--- src/sv/tgcs_pkg.sv ---
`default_nettype none

package tgcs_pkg;

   localparam int ROW_COUNT_DEF = 24;
   localparam int COL_COUNT_DEF = 80;

   localparam logic [7:0] CHAR_BLANK = 8'h20;
   localparam logic [7:0] CHAR_DEL   = 8'h7f;
   localparam logic [7:0] CHAR_CR    = 8'h0d;
   localparam logic [7:0] CHAR_LF    = 8'h0a;
   localparam logic [7:0] CHAR_BS    = 8'h08;
   localparam logic [7:0] CHAR_TAB   = 8'h09;

   localparam int TAB_STOP = 8;

   localparam logic MODE_PUT  = 1'b0;
   localparam logic MODE_READ = 1'b1;

   localparam int QUEUE_DEPTH = 2;
   localparam int QPTR_W      = $clog2(QUEUE_DEPTH);
   localparam int QCNT_W      = $clog2(QUEUE_DEPTH + 1);

   typedef enum logic [2:0] {
      OP_PRINT,
      OP_CR,
      OP_LF,
      OP_BS,
      OP_TAB,
      OP_NOP,
      OP_READ,
      OP_READ_NONE
   } op_type;

   typedef struct packed {
      logic       mode;
      logic [7:0] data_byte;
      logic [4:0] read_row;
      logic [6:0] read_col;
   } req_type;

   typedef struct packed {
      logic [4:0] cursor_row;
      logic [6:0] cursor_col;
      logic [7:0] read_char;
      logic       scrolled;
   } rsp_type;

   typedef struct packed {
      op_type     op;
      logic [7:0] data;
      logic [4:0] row;
      logic [6:0] col;
   } cmd_type;

   typedef enum logic [3:0] {
      ST_INIT   = 4'b0001,
      ST_IDLE   = 4'b0010,
      ST_READ   = 4'b0100,
      ST_SCROLL = 4'b1000
   } state_type;

endpackage

`default_nettype wire

--- src/sv/tgcs_front.sv ---
`default_nettype none

module tgcs_front #(
   parameter int ROW_COUNT = tgcs_pkg::ROW_COUNT_DEF,
   parameter int COL_COUNT = tgcs_pkg::COL_COUNT_DEF
) (
   input  wire logic             req_valid,
   output logic                  req_ready,
   input  wire tgcs_pkg::req_type req_payload,
   input  wire logic             queue_full,
   input  wire logic             back_busy,
   output logic                  push_valid,
   output tgcs_pkg::cmd_type     push_cmd
);

   logic in_range;

   // Hold off during the clearing pass and while the queue is full.
   assign req_ready  = !queue_full && !back_busy;
   assign push_valid = req_valid && req_ready;

   assign in_range = (32'(req_payload.read_row) < ROW_COUNT) &&
                     (32'(req_payload.read_col) < COL_COUNT);

   always_comb begin
      push_cmd.data = req_payload.data_byte;
      push_cmd.row  = req_payload.read_row;
      push_cmd.col  = req_payload.read_col;
      if (req_payload.mode == tgcs_pkg::MODE_READ) begin
         push_cmd.op = in_range ? tgcs_pkg::OP_READ : tgcs_pkg::OP_READ_NONE;
      end else begin
         priority if (req_payload.data_byte == tgcs_pkg::CHAR_CR) begin
            push_cmd.op = tgcs_pkg::OP_CR;
         end else if (req_payload.data_byte == tgcs_pkg::CHAR_LF) begin
            push_cmd.op = tgcs_pkg::OP_LF;
         end else if (req_payload.data_byte == tgcs_pkg::CHAR_BS) begin
            push_cmd.op = tgcs_pkg::OP_BS;
         end else if (req_payload.data_byte == tgcs_pkg::CHAR_TAB) begin
            push_cmd.op = tgcs_pkg::OP_TAB;
         end else if (req_payload.data_byte < tgcs_pkg::CHAR_BLANK ||
                      req_payload.data_byte == tgcs_pkg::CHAR_DEL) begin
            push_cmd.op = tgcs_pkg::OP_NOP;
         end else begin
            push_cmd.op = tgcs_pkg::OP_PRINT;
         end
      end
   end

endmodule

`default_nettype wire

--- config.mk ---
export PLATFORM = sky130hd
export DESIGN_NAME = tgcs_front
export DESIGN_NICKNAME = d
export VERILOG_FILES = /design/src/sv/tgcs_pkg.sv /design/src/sv/tgcs_front.sv
export SDC_FILE = /design/constraint.sdc
export NUM_CORES = 1
export LEC_CHECK = 0
export BUFFER_PORTS_ARGS = -buffer_cell sky130_fd_sc_hd__buf_4
export CAP_MARGIN = 10
export CORE_AREA = 2 2 39 41
export DETAILED_ROUTE_END_ITERATION = 16
export DIE_AREA = 0 0 41 43
export GPL_TIMING_DRIVEN = 0
export MAX_ROUTING_LAYER = met4
export PLACE_DENSITY_LB_ADDON = 0.3
export SYNTH_ARGS = -nofsm -noshare
export SYNTH_HDL_FRONTEND = slang
export SYNTH_SLANG_ARGS = --single-unit
--- constraint.sdc ---
create_clock -name vclk -period 1.2
set_input_delay 0.12 -clock vclk [all_inputs]
set_output_delay 0.12 -clock vclk [all_outputs]
set_load 0.05 [all_outputs]
Word level (Yosys, flattened, before mapping)
Cells that the tools add are included.
{ "op_classes": {"n_lt_le_gt_ge": 3, "n_eq_ne": 5, "n_mux": 7, "n_reduce_logical": 6} }
{ "op_table": {"columns": ["op", "count"], "rows": [
  ["$eq A8 B4 Y1 const B", 4],
  ["$mux W3", 6],
  ["$eq A8 B7 Y1 const B", 1],
  ["$lt A8 B6 Y1 const B", 1],
  ["$lt A7 B7 Y1 const B", 1],
  ["$lt A5 B5 Y1 const B", 1],
  ["$logic_and A1 B1 Y1", 3],
  ["$logic_not A1 Y1", 2],
  ["$logic_or A1 B1 Y1", 1],
  ["$mux W1", 1]
]} }
{ "word_totals": {"regBits": 0, "output_inout_bits": 25, "elab_cells": 21} }

Logic depth before layout (Yosys ltp)
{ "logic_depth": {"depth_word": 8, "depth_mapped": 3} }

Least setup slack after synthesis
Ideal clock, no wire load.
{ "synth_timing": {"kind": "input-to-output", "from": "in queue_full", "to": "out push_valid", "arrival_time_ps": 1335, "path_slack_ps": -255, "path_stages": 2, "n_path_buf": 0, "path_cell_list": "nor2_1 and2_1"} }
{ "synth_between": {"elab_chain_cells": 3} }
{ "synth_lines": {"columns": ["element", "line_no", "text"], "rows": [
  ["start, declared", "tgcs_front.sv:10", "input wire logic queue_full,"],
  ["$logic_not A1 Y1", "tgcs_front.sv:19", "assign req_ready = !queue_full && !back_busy;"],
  ["$logic_and A1 B1 Y1", "tgcs_front.sv:19", null],
  ["$logic_and A1 B1 Y1", "tgcs_front.sv:20", "assign push_valid = req_valid && req_ready;"],
  ["end, declared", "tgcs_front.sv:12", "output logic push_valid,"]
]} }
No other way between the ends.

==> results.toml <==
[outcome]
status = "completed"

[worst_hold_path]
hp-class = "input port to primary output"

[yosys]
synthMuxAreaShare_pct = 0
synth_simple_gate_area_share_pct = 27.3
synth_area_leaders = "buf_4 (53%), nor4_4 (7.5%), nand4_1 (4.4%), nor2_1 (4.0%), o211a_1 (3.5%)"
yosys_warnings = 0
synth-xor-area-share_pct = 3.08
synth_top_family_by_area = "buffers and inverters"
avgSynthCellArea_um2 = 7.47
synth_area_um2 = 284
synth_nets = 62
synth_cells = 38
synth-compound-area-share_pct = 16.7
synth_cell_types = 16
yosysSeqAreaShare_pct = 0
synth_fa_ha_area_share_pct = 0
synth_top_area_share_pct = 52.9
yosysTopAreaCell = "buf_4"

[final_layout]
nNetsFinal = 107
final_cell_mix = "buf_4 (61), nor2_1 (2), nand4_1 (2), buf_6 (2)"
drive_gt1_share_pct = 81.5
clock_buffers = 0
final_common_cell = "buf_4"
n_antenna_cell = 0
fillerInstances = 156
area_growth_pct = 124
multi_input_area_um2 = 136
design.seq.count = 0
regArea_um2 = 0

[floorplan]
start_util_pct = 20.5
die_w_um = 41
core_um2 = 1380
fp.dieH_um = 43
rows = 14
io_pins = 49
die-area_um2 = 1760

[placed_design]
place.gp.congestion = 0.631
dp_slack_ns = 0.0195
portBuffers = 42
hpwl_um = 763

[timing]
timing.fmax_ghz = 0.877
layout_min_cycle_time_ns = 1.14
rsz0062_at_grt = "false"
worst_pin_slew_ns = 0.337
fin_setup_tns_ns = 0
setup_ws_ns = 0.0595
slew_violations = 0
setup_viol = 0
relSlewSlack_pct = 77.5
finalHoldViolCount = 0
fin_crit_sh_pct = 95.0

[worst_setup_path]
crit_path_end_kind = "primary output"
worstPathArrival_ns = 1.02
cp-start-kind = "input port"
cp_max_fo = 4
cp.required_ns = 1.08
crit_type = "input port to primary output"

[drt]
drt-initial-drc-count = 0
wire_per_inst_um = 8.45
routed_wl_um = 820
vias = 402
vias_per_cell = 4.14
dr.pass1.iters = 1
drc = 0
ant_nets = 0

[grt]
grt_usage_pct = 9.11
grt_pass1_wl_um = 1220
antenna_found_initial = 0
grt_pass1_vias = 339
grt_max_degree = 6
gr-total-overflow = 0

[pwr]
power_leakage_nw = 0.354
p_per_area_nw_per_um2 = 584
total_power_mw = 0.372
ir_drop_mv = 0.210

[flow_run]
drv_cap = 0

[clocking]
postCtsHoldBufs = 0
==> per-layer routing <==
metal	vias to the layer above	share of wire [%]	GRT usage (%)
met5	-	0	-
met4	0	0	0
met3	0	16	0.524
met2	28	51	15.9
met1	173	33	11.7
li1	201	-	-
==> cells in the mapped netlist <==
| cell type | number |
|---|---|
| buf_4 | 20 |
| nor2_1 | 3 |
| nand4_1 | 2 |
| a21o_1 | 1 |
| a31o_2 | 1 |
| and2_1 | 1 |
| and3b_1 | 1 |
| nand2_1 | 1 |
| nand3_1 | 1 |
| nand4b_1 | 1 |
| nor4_4 | 1 |
| o211a_1 | 1 |
| o211ai_1 | 1 |
| o21ai_0 | 1 |
| o32ai_1 | 1 |
| xor2_1 | 1 |
==> power breakdown <==
group          switching (mW)  total [mW]  internal [mW]  leakage, nW
Combinational           0.221       0.372          0.151        0.354
Clock                       0           0              0            0
Sequential                  0           0              0            0
Total                   0.221       0.372          0.151        0.354
==> final cells by class <==
class | instances | area share, %
multi-input cells | 18 | 21.4
plain buffers | 20 | 23.6
well taps | 16 | 3.14
repair buffers | 43 | 51.9
==> cells by family (layout without fill, tap and decap cells) <==
logic type	after synthesis	after routing
AO/OA/AOI/OAI	6	6
XOR/XNOR	1	1
buffers and inverters	20	63
AND/OR/NAND/NOR	11	11
==> per-stage QoR <==
step	hold slack, ns	std cells	utilization [%]	cell area (um2)
after detailed placement	0.496	96	44.9	622
after global placement	0.494	96	44.9	622
after CTS	0.496	96	44.9	622
final	0.494	97	46.0	637
after floorplan	0.334	38	-	287
after global routing	0.497	97	46.0	637
==> critical path: stages <==
cell and delay [ns]:
buf_4 0.13, nor4_4 0.30, o211ai_1 0.13, a21o_1 0.18, buf_6 0.15
==> final timing paths <==
| kind | start | end | cells past startpoint |
|---|---|---|---|
| worst min-delay path | req_payload[1] | push_cmd[1] | 2 |
| worst max-delay path | req_payload[18] | push_cmd[22] | 5 |
==> repair_timing <==
item | in CTS | in global routing
setup buffers | 0 | 1
endpoints found under the setup margin | 0 | 1
gates resized for setup | 0 | 2
No activity file was read; power rests on OpenSTA's default activity.
