==> config.mk <==
export PLATFORM = sky130hd
export DESIGN_NAME = tgcs_queue
export DESIGN_NICKNAME = d
export VERILOG_FILES = /design/src/sv/tgcs_pkg.sv /design/src/sv/tgcs_queue.sv
export SDC_FILE = /design/constraint.sdc
export NUM_CORES = 1
export LEC_CHECK = 0
export BUFFER_PORTS_ARGS = -buffer_cell sky130_fd_sc_hd__buf_2
export CAP_MARGIN = 30
export CORE_MARGIN = 5
export CORE_UTILIZATION = 50
export DETAILED_ROUTE_END_ITERATION = 6
export GPL_ROUTABILITY_DRIVEN = 0
export GPL_TIMING_DRIVEN = 0
export PLACE_DENSITY = 0.83
export SYNTH_ARGS = -nofsm -noshare
export SYNTH_HDL_FRONTEND = slang
export SYNTH_SLANG_ARGS = --single-unit
==> constraint.sdc <==
create_clock -name clock -period 2.4 [get_ports clock]
set_input_delay 0 -clock clock [delete_from_list [all_inputs] [get_ports clock]]
set_output_delay 0 -clock clock [all_outputs]
set_load 0.03 [all_outputs]
==> src/sv/tgcs_pkg.sv <==
`default_nettype none

package tgcs_pkg;

   localparam int ROW_COUNT_DEF = 24;
   localparam int COL_COUNT_DEF = 80;

   localparam logic [7:0] CHAR_BLANK = 8'h20;
   localparam logic [7:0] CHAR_DEL   = 8'h7f;
   localparam logic [7:0] CHAR_CR    = 8'h0d;
   localparam logic [7:0] CHAR_LF    = 8'h0a;
   localparam logic [7:0] CHAR_BS    = 8'h08;
   localparam logic [7:0] CHAR_TAB   = 8'h09;

   localparam int TAB_STOP = 8;

   localparam logic MODE_PUT  = 1'b0;
   localparam logic MODE_READ = 1'b1;

   localparam int QUEUE_DEPTH = 2;
   localparam int QPTR_W      = $clog2(QUEUE_DEPTH);
   localparam int QCNT_W      = $clog2(QUEUE_DEPTH + 1);

   typedef enum logic [2:0] {
      OP_PRINT,
      OP_CR,
      OP_LF,
      OP_BS,
      OP_TAB,
      OP_NOP,
      OP_READ,
      OP_READ_NONE
   } op_type;

   typedef struct packed {
      logic       mode;
      logic [7:0] data_byte;
      logic [4:0] read_row;
      logic [6:0] read_col;
   } req_type;

   typedef struct packed {
      logic [4:0] cursor_row;
      logic [6:0] cursor_col;
      logic [7:0] read_char;
      logic       scrolled;
   } rsp_type;

   typedef struct packed {
      op_type     op;
      logic [7:0] data;
      logic [4:0] row;
      logic [6:0] col;
   } cmd_type;

   typedef enum logic [3:0] {
      ST_INIT   = 4'b0001,
      ST_IDLE   = 4'b0010,
      ST_READ   = 4'b0100,
      ST_SCROLL = 4'b1000
   } state_type;

endpackage

`default_nettype wire

==> src/sv/tgcs_queue.sv <==
`default_nettype none

module tgcs_queue (
   input  wire logic              clock,
   input  wire logic              reset,
   input  wire logic              push_valid,
   input  wire tgcs_pkg::cmd_type push_cmd,
   output logic                   full,
   input  wire logic              pop,
   output logic                   pop_valid,
   output tgcs_pkg::cmd_type      pop_cmd
);

   tgcs_pkg::cmd_type entry_ff [tgcs_pkg::QUEUE_DEPTH];

   logic [tgcs_pkg::QPTR_W-1:0] wr_ptr_ff, wr_ptr_in;
   logic [tgcs_pkg::QPTR_W-1:0] rd_ptr_ff, rd_ptr_in;
   logic [tgcs_pkg::QCNT_W-1:0] count_ff, count_in;
   logic                        do_push, do_pop;

   assign full      = count_ff == tgcs_pkg::QCNT_W'(tgcs_pkg::QUEUE_DEPTH);
   assign pop_valid = count_ff != '0;
   assign pop_cmd   = entry_ff[rd_ptr_ff];
   assign do_push   = push_valid && !full;
   assign do_pop    = pop && pop_valid;

   always_comb begin
      wr_ptr_in = wr_ptr_ff;
      rd_ptr_in = rd_ptr_ff;
      count_in  = count_ff;
      if (do_push) begin
         wr_ptr_in = (32'(wr_ptr_ff) == tgcs_pkg::QUEUE_DEPTH - 1) ? '0
                     : wr_ptr_ff + tgcs_pkg::QPTR_W'(1);
      end
      if (do_pop) begin
         rd_ptr_in = (32'(rd_ptr_ff) == tgcs_pkg::QUEUE_DEPTH - 1) ? '0
                     : rd_ptr_ff + tgcs_pkg::QPTR_W'(1);
      end
      if (do_push && !do_pop) begin
         count_in = count_ff + tgcs_pkg::QCNT_W'(1);
      end else if (do_pop && !do_push) begin
         count_in = count_ff - tgcs_pkg::QCNT_W'(1);
      end
   end

   always_ff @(posedge clock) begin
      if (reset) begin
         wr_ptr_ff <= '0;
         rd_ptr_ff <= '0;
         count_ff  <= '0;
      end else begin
         wr_ptr_ff <= wr_ptr_in;
         rd_ptr_ff <= rd_ptr_in;
         count_ff  <= count_in;
      end
   end

   always_ff @(posedge clock) begin
      if (do_push) begin
         entry_ff[wr_ptr_ff] <= push_cmd;
      end
   end

endmodule

`default_nettype wire

After elaboration in Yosys (flattened, before gate mapping)
Memories as Yosys holds them, arrays and structs flattened. A register that Yosys moved wholly into a read port is not among the register bits.
Cells that the tools add are included.
{ "totals": {"in_bits": 27, "word_cells": 26, "ff_bits": 4, "ramBits": 46, "memories": 1} }
{ "memory_table": {"columns": ["memory", "words", "width", "rd", "rd_clocked_by_memory_dff", "wr", "line", "text"], "rows": [
  ["entry_ff", 2, 23, 1, 1, 1, "tgcs_queue.sv:14", "tgcs_pkg::cmd_type entry_ff [tgcs_pkg::QUEUE_DEPTH];"]
]} }
{ "classes": {"n_addsub": 4, "reduce_logical": 9, "n_eq_ne": 1, "muxes": 8} }
{ "ops": {"columns": ["op", "count"], "rows": [
  ["$mux W1", 6],
  ["$logic_and A1 B1 Y1", 4],
  ["$mux W2", 2],
  ["$reduce_bool A2 Y1", 2],
  ["$logic_not A1 Y1", 3],
  ["$add A1 B1 Y1 const B", 2],
  ["$add A2 B1 Y2 const B", 1],
  ["$eq A2 B2 Y1 const B", 1],
  ["$sub A2 B1 Y2 const B", 1]
]} }

Depth between registers and ports, before layout
Gate-level depths: netlist of the first run.
{ "logic_depth": {"depth_word": 7, "depth_mapped": 6, "depth_no_buf": 6} }

Worst setup path before layout of the first run
No wires, ideal clock.
{ "synth_path": {"kind": "flip-flop to flip-flop", "from": "register count_ff[1] in the netlist's numbering", "to": "memory entry_ff[0][0] in the netlist's numbering (enable)", "setup_slack_ps": 686, "path_buffers": 0, "stages_incl_launch_ff": 4, "setup_ps": 378, "arrival_ps": 1336, "cell_sequence": "dfxtp_1 nor2b_2 or3_1 inv_1"} }
{ "synth_between": {"elab_chain_len": 5} }
{ "synth_rtl": {"columns": ["item", "line", "text"], "rows": [
  ["start: declaration", "tgcs_queue.sv:18", "logic [tgcs_pkg::QCNT_W-1:0] count_ff, count_in;"],
  ["start signal: assignment", "tgcs_queue.sv:54", "count_ff <= count_in;"],
  ["$eq A2 B2 Y1", "tgcs_queue.sv:21", "assign full = count_ff == tgcs_pkg::QCNT_W'(tgcs_pkg::QUEUE_DEPTH);"],
  ["named net full", "tgcs_queue.sv:8", "output logic full,"],
  ["$logic_not A1 Y1", "tgcs_queue.sv:24", "assign do_push = push_valid && !full;"],
  ["$logic_and A1 B1 Y1", "tgcs_queue.sv:24", null],
  ["$mux W1", "tgcs_queue.sv:59", "if (do_push) begin"],
  ["$mux W1 (not written as such)", "tgcs_queue.sv:60", "entry_ff[wr_ptr_ff] <= push_cmd;"],
  ["end: declaration", "tgcs_queue.sv:14", null]
]} }
The timed path passes the listed nets, and every way through them passes these cells.

Worst setup path in the final report of the first run
{ "layout_path": {"from": "register count_ff[1] in the netlist's numbering", "to": "memory entry_ff[0][13] in the netlist's numbering (enable)"} }
{ "layout_between": {"elab_chain_len": 5} }
{ "layout_rtl": {"columns": ["item", "line"], "rows": [
  ["$eq A2 B2 Y1", "tgcs_queue.sv:21"],
  ["$logic_not A1 Y1", "tgcs_queue.sv:24"],
  ["$logic_and A1 B1 Y1", "tgcs_queue.sv:24"],
  ["$mux W1", "tgcs_queue.sv:59"],
  ["$mux W1 (not written as such)", "tgcs_queue.sv:60"]
]} }
No other way between the ends.

==> results of run 1 <==
==> layer usage <==
metal	share of wire	track usage
met5	0	0
met4	0.013	0.0438
met3	0.057	0.0440
met2	0.56	0.263
met1	0.37	0.153
==> Yosys cell counts <==
library cell | count | area (sq um)
buf_2 | 2 | 10.0
edfxtp_1 | 46 | 1380
inv_1 | 2 | 7.51
nor2_1 | 4 | 15.0
or2_2 | 1 | 6.26
and2_1 | 1 | 6.26
nor2b_2 | 1 | 8.76
xor2_1 | 3 | 26.3
or3_1 | 2 | 12.5
ha_1 | 1 | 12.5
a21oi_1 | 2 | 10.0
o21ai_0 | 3 | 15.0
dfxtp_1 | 5 | 100
mux2_2 | 23 | 259
==> sequential cells by signal, indices dropped and copies added, names as in the netlist, named ones only <==
register and count:
count_ff 2, wr_ptr_ff 1, entry_ff 46, rd_ptr_ff 1
==> cell families after synthesis <==
| logic type | count (synthesis) |
|---|---|
| flip-flops | 51 |
| multiplexers | 23 |
| AND/OR/NAND/NOR | 9 |
| AO/OA/AOI/OAI | 5 |
| buffers and inverters | 4 |
| XOR/XNOR | 3 |
| adder cells (fa/ha/maj) | 1 |
==> layout make-up <==
class	count	area [sq um]	area share
Clock buffer	6	72.6	0.0287
Sequential cell	51	1480	0.586
Tap cell	48	60.1	0.0238
Clock inverter	2	12.5	0.00495
Buffer	2	10.0	0.00396
Timing Repair Buffer	76	510	0.202
Multi-Input combinational cell	41	372	0.147
Inverter	2	7.51	0.00297
==> where the power goes <==
part / leakage (nW) / switching (mW) / internal [mW] / total (mW)
Combinational: 0.466 / 0.560 / 0.334 / 0.894
Sequential: 0.471 / 0.0516 / 1.12 / 1.17
Clock: 0.0412 / 0.248 / 0.204 / 0.452
Total: 0.978 / 0.860 / 1.66 / 2.52
==> how the worst min path moves through the flow <==
stage | to | slack [ps] | cells after the start
after floorplan | count_ff[1] | 70 | 1
after global placement | entry_ff[1][14] | 190 | 1
after detailed placement | entry_ff[0][10] | 190 | 1
after CTS | wr_ptr_ff | 100 | 4
after global routing | wr_ptr_ff | 140 | 4
final | wr_ptr_ff | 110 | 4
==> critical path, delay by kind of cell, from the launching register on <==
kind	cells	cell delay, ps
buffers and inverters	1	680
AND/OR/NAND/NOR	2	500
flip-flops	1	340
==> per-stage QoR <==
step                hold slack (ps)  utilization  cells  cell area (sq um)
floorplan                      69.1            -     96               1870
global placement                189        0.602    195               2190
detailed placement              192        0.606    196               2200
CTS                            98.9        0.695    228               2530
global route                    142        0.695    228               2530
finish                          108        0.695    228               2530
==> results.json, run 1 <==
{
  "cts.repair.resized": 0,
  "viasPerCell": 4.71,
  "place_ws_ps": 468,
  "grt_pass1_wl_mm": 5.42,
  "design_power_total_mw": 2.52,
  "synth_area_sq_um": 1870,
  "crit_path_end_kind": "flip-flop",
  "synth_warnings": 0,
  "antenna_found_initial": 0,
  "dieArea_sq_um": 5060,
  "cp_max_fo": 23,
  "worst-r2r-cell-count": 3,
  "rows": 22,
  "min_period_over_period": 0.793,
  "n_antenna_cell": 0,
  "worstPathCellList": "nor2b_2, or3_1, inv_1",
  "fmax_ghz": 0.526,
  "syn_nets": 124,
  "wl_per_cell_microns": 14.7,
  "r2r_slack_ps": 500,
  "clkLatencyLatePin_ps": 290,
  "path_clk_slew_ps": 80,
  "core_sq_um": 3630,
  "slowest_stage": "inv_1",
  "yosysSeqAreaShare": 0.792,
  "setup-violations-final": 0,
  "cts_tree": "built",
  "synth-compound-area-share": 0.0134,
  "finalMaxSlewViolations": 0,
  "dr.first_iter.drc_count": 49,
  "drv_cap": 0,
  "final_common_cell": "buf_2",
  "critPathLaunchType": "flip-flop",
  "n_fill_cell": 256,
  "io_pins": 52,
  "min-delay-start": "push_valid",
  "cts.sinks": 51,
  "dieWidth_microns": 71.2,
  "routed_wl_mm": 3.35,
  "vias": 1074,
  "synthMuxAreaShare": 0.138,
  "grt_use_total": 0.142,
  "layout_common_cells": "buf_2 (53), edfxtp_1 (46), dlygate4sd3_1 (24)",
  "synthXorXnorAreaFrac": 0.0140,
  "fin_crit_ps": 1900,
  "ant_nets": 0,
  "p_per_area_nw_per_um2": 997,
  "synthSimpleGateAreaFrac": 0.0261,
  "drtPass1Iterations": 6,
  "tns_ps": 0,
  "max_stage_delay_ps": 680,
  "dp_hpwl_mm": 2.27,
  "peakVddDrop_uv": 722,
  "synth_top_family_by_area": "multiplexers",
  "synth_cell_types": 14,
  "yosys.area_share.adder": 0.00669,
  "start_util": 0.515,
  "clock-skew-final_ps": 7.01,
  "tightest_slew_ps": 921,
  "die_h_microns": 71.2,
  "grt_max_degree": 24,
  "cp-endpoint": "entry_ff[0][13]",
  "syn_to_final_growth_pct": 35.1,
  "crit_start": "count_ff[1]",
  "hold_viol": 0,
  "remaining_drc_errors": 0,
  "reg2reg_to": "entry_ff[0][13]",
  "grt_pass1_vias": 1165,
  "status": "finished, final reports clean",
  "cp.required_ps": 2310,
  "drive_gt1_frac": 0.478,
  "cts_root_buffer": "clkbuf_8",
  "postCtsSetupBuffers": 0,
  "cts.path.max_buffers": 2,
  "max_slew_margin": 0.385,
  "cp.arrival_ps": 1820,
  "syn_inst": 96,
  "overflow": 0,
  "total_leakage_power_nw": 0.978,
  "reg2reg_from": "count_ff[1]",
  "cts_hold_buf": 24,
  "min_path_type": "input pin to flip-flop",
  "avgSynthCellArea_sq_um": 19.5,
  "path_class": "flip-flop to flip-flop",
  "ys_ff_latch": 51,
  "setup_ws_ps": 498,
  "grt_setup_unrepaired": "no",
  "numPortBuffers": 51,
  "cts_max_level": 2,
  "final_net_count": 207,
  "cts_buffers": 5
}
Power figures use the tool's default switching activity.
==> inputs of run 2 (changes only) <==
--- a/config.mk
+++ b/config.mk
@@ -8,11 +8,11 @@
 export BUFFER_PORTS_ARGS = -buffer_cell sky130_fd_sc_hd__buf_2
 export CAP_MARGIN = 30
 export CORE_MARGIN = 5
-export CORE_UTILIZATION = 50
+export CORE_UTILIZATION = 46
 export DETAILED_ROUTE_END_ITERATION = 6
 export GPL_ROUTABILITY_DRIVEN = 0
 export GPL_TIMING_DRIVEN = 0
-export PLACE_DENSITY = 0.83
+export PLACE_DENSITY = 0.8
 export SYNTH_ARGS = -nofsm -noshare
 export SYNTH_HDL_FRONTEND = slang
 export SYNTH_SLANG_ARGS = --single-unit
==> constraint.sdc (replaced) <==
create_clock -name clock -period 1.6 [get_ports clock]
set_input_delay 0 -clock clock [delete_from_list [all_inputs] [get_ports clock]]
set_output_delay 0 -clock clock [all_outputs]
set_load 0.03 [all_outputs]
==> results.json, run 2 (synthesized netlist as in run 1, its figures left out) <==
{
  "peakVddDrop_uv": 1050,
  "cts_root_buffer": "clkbuf_8",
  "viasPerCell": 4.79,
  "final_common_cell": "buf_2",
  "timing.hold.ws_ps": 127,
  "power_frac_seq": 0.442,
  "drv_cap": 0,
  "antenna_found_initial": 0,
  "cts.sinks": 51,
  "ant_nets": 0,
  "hold_viol": 0,
  "min_period_over_period": 0.950,
  "worst-r2r-cell-count": 5,
  "overflow": 0,
  "n_antenna_cell": 0,
  "rows": 23,
  "min_path_type": "input pin to flip-flop",
  "p_int_mw": 2.68,
  "clkLatencyLatePin_ps": 290,
  "syn_to_final_growth_pct": 37.2,
  "vias": 1098,
  "fin_crit_ps": 1520,
  "die_h_microns": 73.8,
  "tightest_slew_ps": 321,
  "holdPathStages": 4,
  "cp.arrival_ps": 1740,
  "max_slew_margin": 0.786,
  "drtPass1Iterations": 4,
  "reg2reg_to": "count_ff[1]",
  "reg_top3": "entry_ff: 46 flops, count_ff: 2 flops",
  "cp_max_fo": 5,
  "dieArea_sq_um": 5440,
  "p_per_area_nw_per_um2": 1560,
  "drive_gt1_frac": 0.508,
  "cts_tree": "built",
  "remaining_drc_errors": 0,
  "routed_wl_mm": 3.48,
  "status": "finished, final reports clean",
  "setup-violations-final": 0,
  "dr.first_iter.drc_count": 62,
  "clock-skew-final_ps": 5.32,
  "io_pins": 52,
  "path_class": "flip-flop to flip-flop",
  "grt_max_degree": 24,
  "crit_path_end_kind": "flip-flop",
  "final_core_util": 0.646,
  "switching_power_mw": 1.32,
  "clockPowerShare": 0.207,
  "final_net_count": 207,
  "start_util": 0.471,
  "numPortBuffers": 51,
  "dp_hpwl_mm": 2.30,
  "cts.path.max_buffers": 2,
  "cts_max_level": 2,
  "grt_pass1_wl_mm": 5.41,
  "largest_register_ffs": 46,
  "core_sq_um": 3970,
  "min-delay-start": "pop",
  "wl_per_cell_microns": 15.2,
  "regMostFlops": "entry_ff",
  "switching_share": 0.330,
  "grt_pass1_vias": 1192,
  "fmax_ghz": 0.658,
  "path_clk_slew_ps": 80,
  "total_leakage_power_nw": 0.980,
  "layout_common_cells": "buf_2 (51), edfxtp_1 (46), dlygate4sd3_1 (24)",
  "r2r_slack_ps": 80,
  "finalMaxSlewViolations": 0,
  "reg2reg_from": "count_ff[1]",
  "grt_use_total": 0.135,
  "cp.required_ps": 1820,
  "combPwrFrac": 0.351,
  "critPathLaunchType": "flip-flop",
  "dieWidth_microns": 73.8,
  "cts_buffers": 5
}
[run 2: changes by cell type in the layout (fill, tap and decap cells not counted), moves of 2 or more]
| cell | change |
|---|---|
| buf_2 | -2 |
| dfxtp_2 | +2 |
| buf_4 | +2 |
| dfxtp_1 | -2 |
[run 2: final cells by class]
| type | instances | area, sq um |
|---|---|---|
| buffer | 2 | 15.0 |
| timing repair buffer | 75 | 495 |
| clock buffer | 6 | 72.6 |
| fill | 309 | 1410 |
| timing repair inverter | 1 | 7.51 |
| tap | 50 | 62.6 |
| multi-input combinational | 41 | 388 |
| sequential | 51 | 1480 |
| clock inverter | 1 | 30.0 |
| inverter | 2 | 11.3 |
[run 2: power groups by stage]
stage / registers (mW) / clock network (mW) / logic, mW
after floorplan: 1.77 / 0 / 0.981
after CTS: 1.76 / 0.848 / 1.38
after global placement: 1.78 / 0 / 1.28
after detailed placement: 1.79 / 0 / 1.31
after global routing: 1.79 / 0.919 / 1.49
final: 1.77 / 0.829 / 1.41
[run 2: worst max-delay path by stage]
stage	slack, ps	startpoint	end
after global placement	0.3	count_ff[0]	entry_ff[0][17]
final	80	count_ff[1]	count_ff[1]
after global routing	-0.09	count_ff[1]	count_ff[1]
after floorplan	80	count_ff[1]	count_ff[1]
after detailed placement	-60	count_ff[0]	entry_ff[0][3]
after CTS	30	flip-flop	pop_cmd[1]
[run 2: metal layers]
layer,wire length [microns],track usage
met1,1380,0.147
met2,1830,0.241
met3,226,0.0534
met4,38,0.0362
met5,0,0
[run 2: timing repair]
item | in CTS | in global routing
setup buffers | 0 | 0
setup endpoints to repair | 47 | 23
hold buffers | 24 | 0
resized for setup | 3 | 8
hold endpoints to repair | 51 | 0
cloned | 1 | 0
[run 2: per-stage QoR]
step           instances  instance area (sq um)  power, mW  setup slack (ps)  TNS, ps
3_5_place_dp         197                   2200       3.11             -64.4    -1630
6_report             229                   2570       4.00              80.6        0
3_3_place_gp         197                   2200       3.05             0.329        0
2_1_floorplan         96                   1880       2.75              78.5        0
4_1_cts              229                   2550       3.99              34.8        0
5_1_grt              229                   2570       4.20           -0.0944  -0.0944
[run 2: worst max-delay path, stage by stage (launching register included)]
cell and delay [ps]:
dfxtp_2 360, nor2b_4 170, nor2_1 70, ha_1 320, or3_4 380, a21oi_2 150
==> inputs of run 3 (changes only) <==
--- a/config.mk
+++ b/config.mk
@@ -5,6 +5,7 @@
 export SDC_FILE = /design/constraint.sdc
 export NUM_CORES = 1
 export LEC_CHECK = 0
+export ABC_AREA = 1
 export BUFFER_PORTS_ARGS = -buffer_cell sky130_fd_sc_hd__buf_2
 export CAP_MARGIN = 30
 export CORE_MARGIN = 5
==> results.json, run 3 <==
{
  "synth_common_cells": "edfxtp_1 (46), mux2_2 (23), inv_1 (8), nor2_1 (8), nand2_1 (7)",
  "remaining_drc_errors": 0,
  "synth_warnings": 0,
  "grt_pass1_wl_mm": 5.73,
  "multi_input_area_sq_um": 395,
  "reg_top3": "entry_ff: 46 flops, count_ff: 2 flops",
  "cts.sinks": 51,
  "syn_inst": 108,
  "dieArea_sq_um": 5530,
  "max_slew_margin": 0.742,
  "peakVddDrop_uv": 841,
  "ant_nets": 0,
  "status": "finished, final reports clean",
  "synth_top_cells_by_area": "edfxtp_1 (72%), mux2_2 (14%), dfxtp_1 (5.2%)",
  "synthArstFlopShare": 0,
  "io_pins": 52,
  "core_sq_um": 4000,
  "crit_path_end_kind": "flip-flop",
  "dr.first_iter.drc_count": 24,
  "routed_wl_mm": 3.73,
  "wl_per_cell_microns": 15.3,
  "rows": 23,
  "cts.path.max_buffers": 2,
  "overflow": 0,
  "dieWidth_microns": 74.4,
  "fmax_ghz": 0.663,
  "drv_cap": 0,
  "drtPass1Iterations": 4,
  "yosysMostFrequentCell": "edfxtp_1",
  "cts_max_level": 2,
  "grt_setup_unrepaired": "no",
  "drive_gt1_frac": 0.474,
  "synth_edf_count": 46,
  "synth_largest_area_cell": "edfxtp_1",
  "timing.hold.ws_ps": 17.0,
  "start_util": 0.477,
  "setup-violations-final": 0,
  "min_path_type": "input pin to flip-flop",
  "synth_area_sq_um": 1910,
  "path_class": "flip-flop to flip-flop",
  "die_h_microns": 74.4,
  "crit_start": "count_ff[1]",
  "final_net_count": 221,
  "setup_ws_ps": 90.8,
  "p_per_area_nw_per_um2": 1510,
  "reg2reg_from": "count_ff[1]",
  "hold_viol": 0,
  "ys_ff_latch": 51,
  "synth.top_cell.area_share": 0.724,
  "n_antenna_cell": 0,
  "cp.arrival_ps": 1730,
  "cts_tree": "built",
  "finalMaxSlewViolations": 0,
  "avgSynthCellArea_sq_um": 17.7,
  "grt_max_degree": 17,
  "viasPerCell": 4.88,
  "grt_use_total": 0.142,
  "regMostFlops": "entry_ff",
  "syn_to_final_growth_pct": 38.6,
  "dpl_cell_area_sq_um": 2260,
  "antenna_found_initial": 0,
  "vias": 1190,
  "layout_common_cells": "buf_2 (51), edfxtp_1 (46), dlygate4sd3_1 (24)",
  "cts_buffers": 5,
  "largest_register_ffs": 46,
  "n_fill_cell": 301,
  "dp_hpwl_mm": 2.67,
  "clock-skew-final_ps": 6.23,
  "synth_ff_type": "edfxtp_1",
  "min-delay-start": "reset",
  "yosysSeqAreaShare": 0.777,
  "final_common_cell": "buf_2",
  "design_power_total_mw": 3.99,
  "min_period_over_period": 0.943,
  "place_ws_ps": -15.2,
  "syn_nets": 136,
  "grt_pass1_vias": 1323,
  "clkLatencyLatePin_ps": 300,
  "cp.required_ps": 1830,
  "synth_cell_types": 13,
  "register_area_sq_um": 1480,
  "cp_max_fo": 4,
  "fin_crit_ps": 1510,
  "tightest_slew_ps": 385,
  "numPortBuffers": 51,
  "critPathLaunchType": "flip-flop",
  "total_leakage_power_nw": 1.04,
  "cts_root_buffer": "clkbuf_8",
  "path_clk_slew_ps": 80,
  "postLayoutCellArea_sq_um": 2640
}
-- run 3: cell count changes after synthesis, moves of 2 or more --
cell and delta:
nand2_1 +7, inv_1 +6, nor2_1 +4, xor2_1 -3, buf_2 -2, buf_6 +2
nand3_1 +2, or3_1 -2
-- run 3: through the flow --
step | setup TNS [ps] | util | instances
3_3_place_gp | -33400 | 0.556 | 209
2_1_floorplan | -12020 | - | 108
5_1_grt | 0 | 0.661 | 244
4_1_cts | 0 | 0.654 | 243
6_report | 0 | 0.661 | 244
3_5_place_dp | -190 | 0.565 | 211
-- run 3: path summary, 6_finish.rpt --
check,slack (ps),depth (start not counted),to
worst max-delay path,90,9,count_ff[1]
worst min-delay path,20,4,wr_ptr_ff
worst max register to register,90,9,count_ff[1]
worst min register to register,530,2,rd_ptr_ff
-- run 3: cell families (layout without fill, tap and decap cells) --
| group | Yosys count | after routing | share of synthesized area |
|---|---|---|---|
| AND/OR/NAND/NOR | 18 | 18 | 0.0381 |
| flip-flops | 51 | 51 | 0.777 |
| buffers and inverters | 10 | 96 | 0.0276 |
| AO/OA/AOI/OAI | 5 | 5 | 0.0151 |
| adder cells (fa/ha/maj) | 1 | 1 | 0.00656 |
| multiplexers | 23 | 23 | 0.136 |
-- run 3: final cells by class --
class	instances	share of cell area
Inverter	8	0.0114
Buffer	2	0.00852
Tap cell	50	0.0237
Multi-Input combinational cell	47	0.150
Sequential cell	51	0.561
Timing Repair Buffer	78	0.204
Clock buffer	5	0.0260
Clock inverter	3	0.0166
-- run 3: layer usage --
| metal | up-vias | routed length [microns] | GRT usage | part of all wire |
|---|---|---|---|---|
| met3 | 9 | 250 | 0.0527 | 0.067 |
| li1 | 567 | - | - | - |
| met5 | - | 0 | 0 | 0 |
| met4 | 0 | 74 | 0.0514 | 0.020 |
| met2 | 41 | 2100 | 0.275 | 0.56 |
| met1 | 573 | 1300 | 0.135 | 0.35 |
-- run 3: critical path: stages (launching register included) --
cell and delay [ps]:
dfxtp_1 370, inv_2 80, o21ai_4 210, inv_1 90, ha_1 310, inv_1 80, nand3_1 70, nand2_1 60
inv_1 40, nor2_1 120
-- run 3: timing repair --
action,CTS,global route
cloned,0,0
hold buffers,24,0
setup buffers,0,1
setup endpoints to repair,13,14
resized for setup,1,5
hold endpoints to repair,47,0
pin swaps,0,1
-- run 3: power breakdown --
group	internal [mW]	total, mW	switching, mW
combinational	0.503	1.35	0.848
clock	0.465	0.860	0.395
sequential	1.69	1.78	0.0878
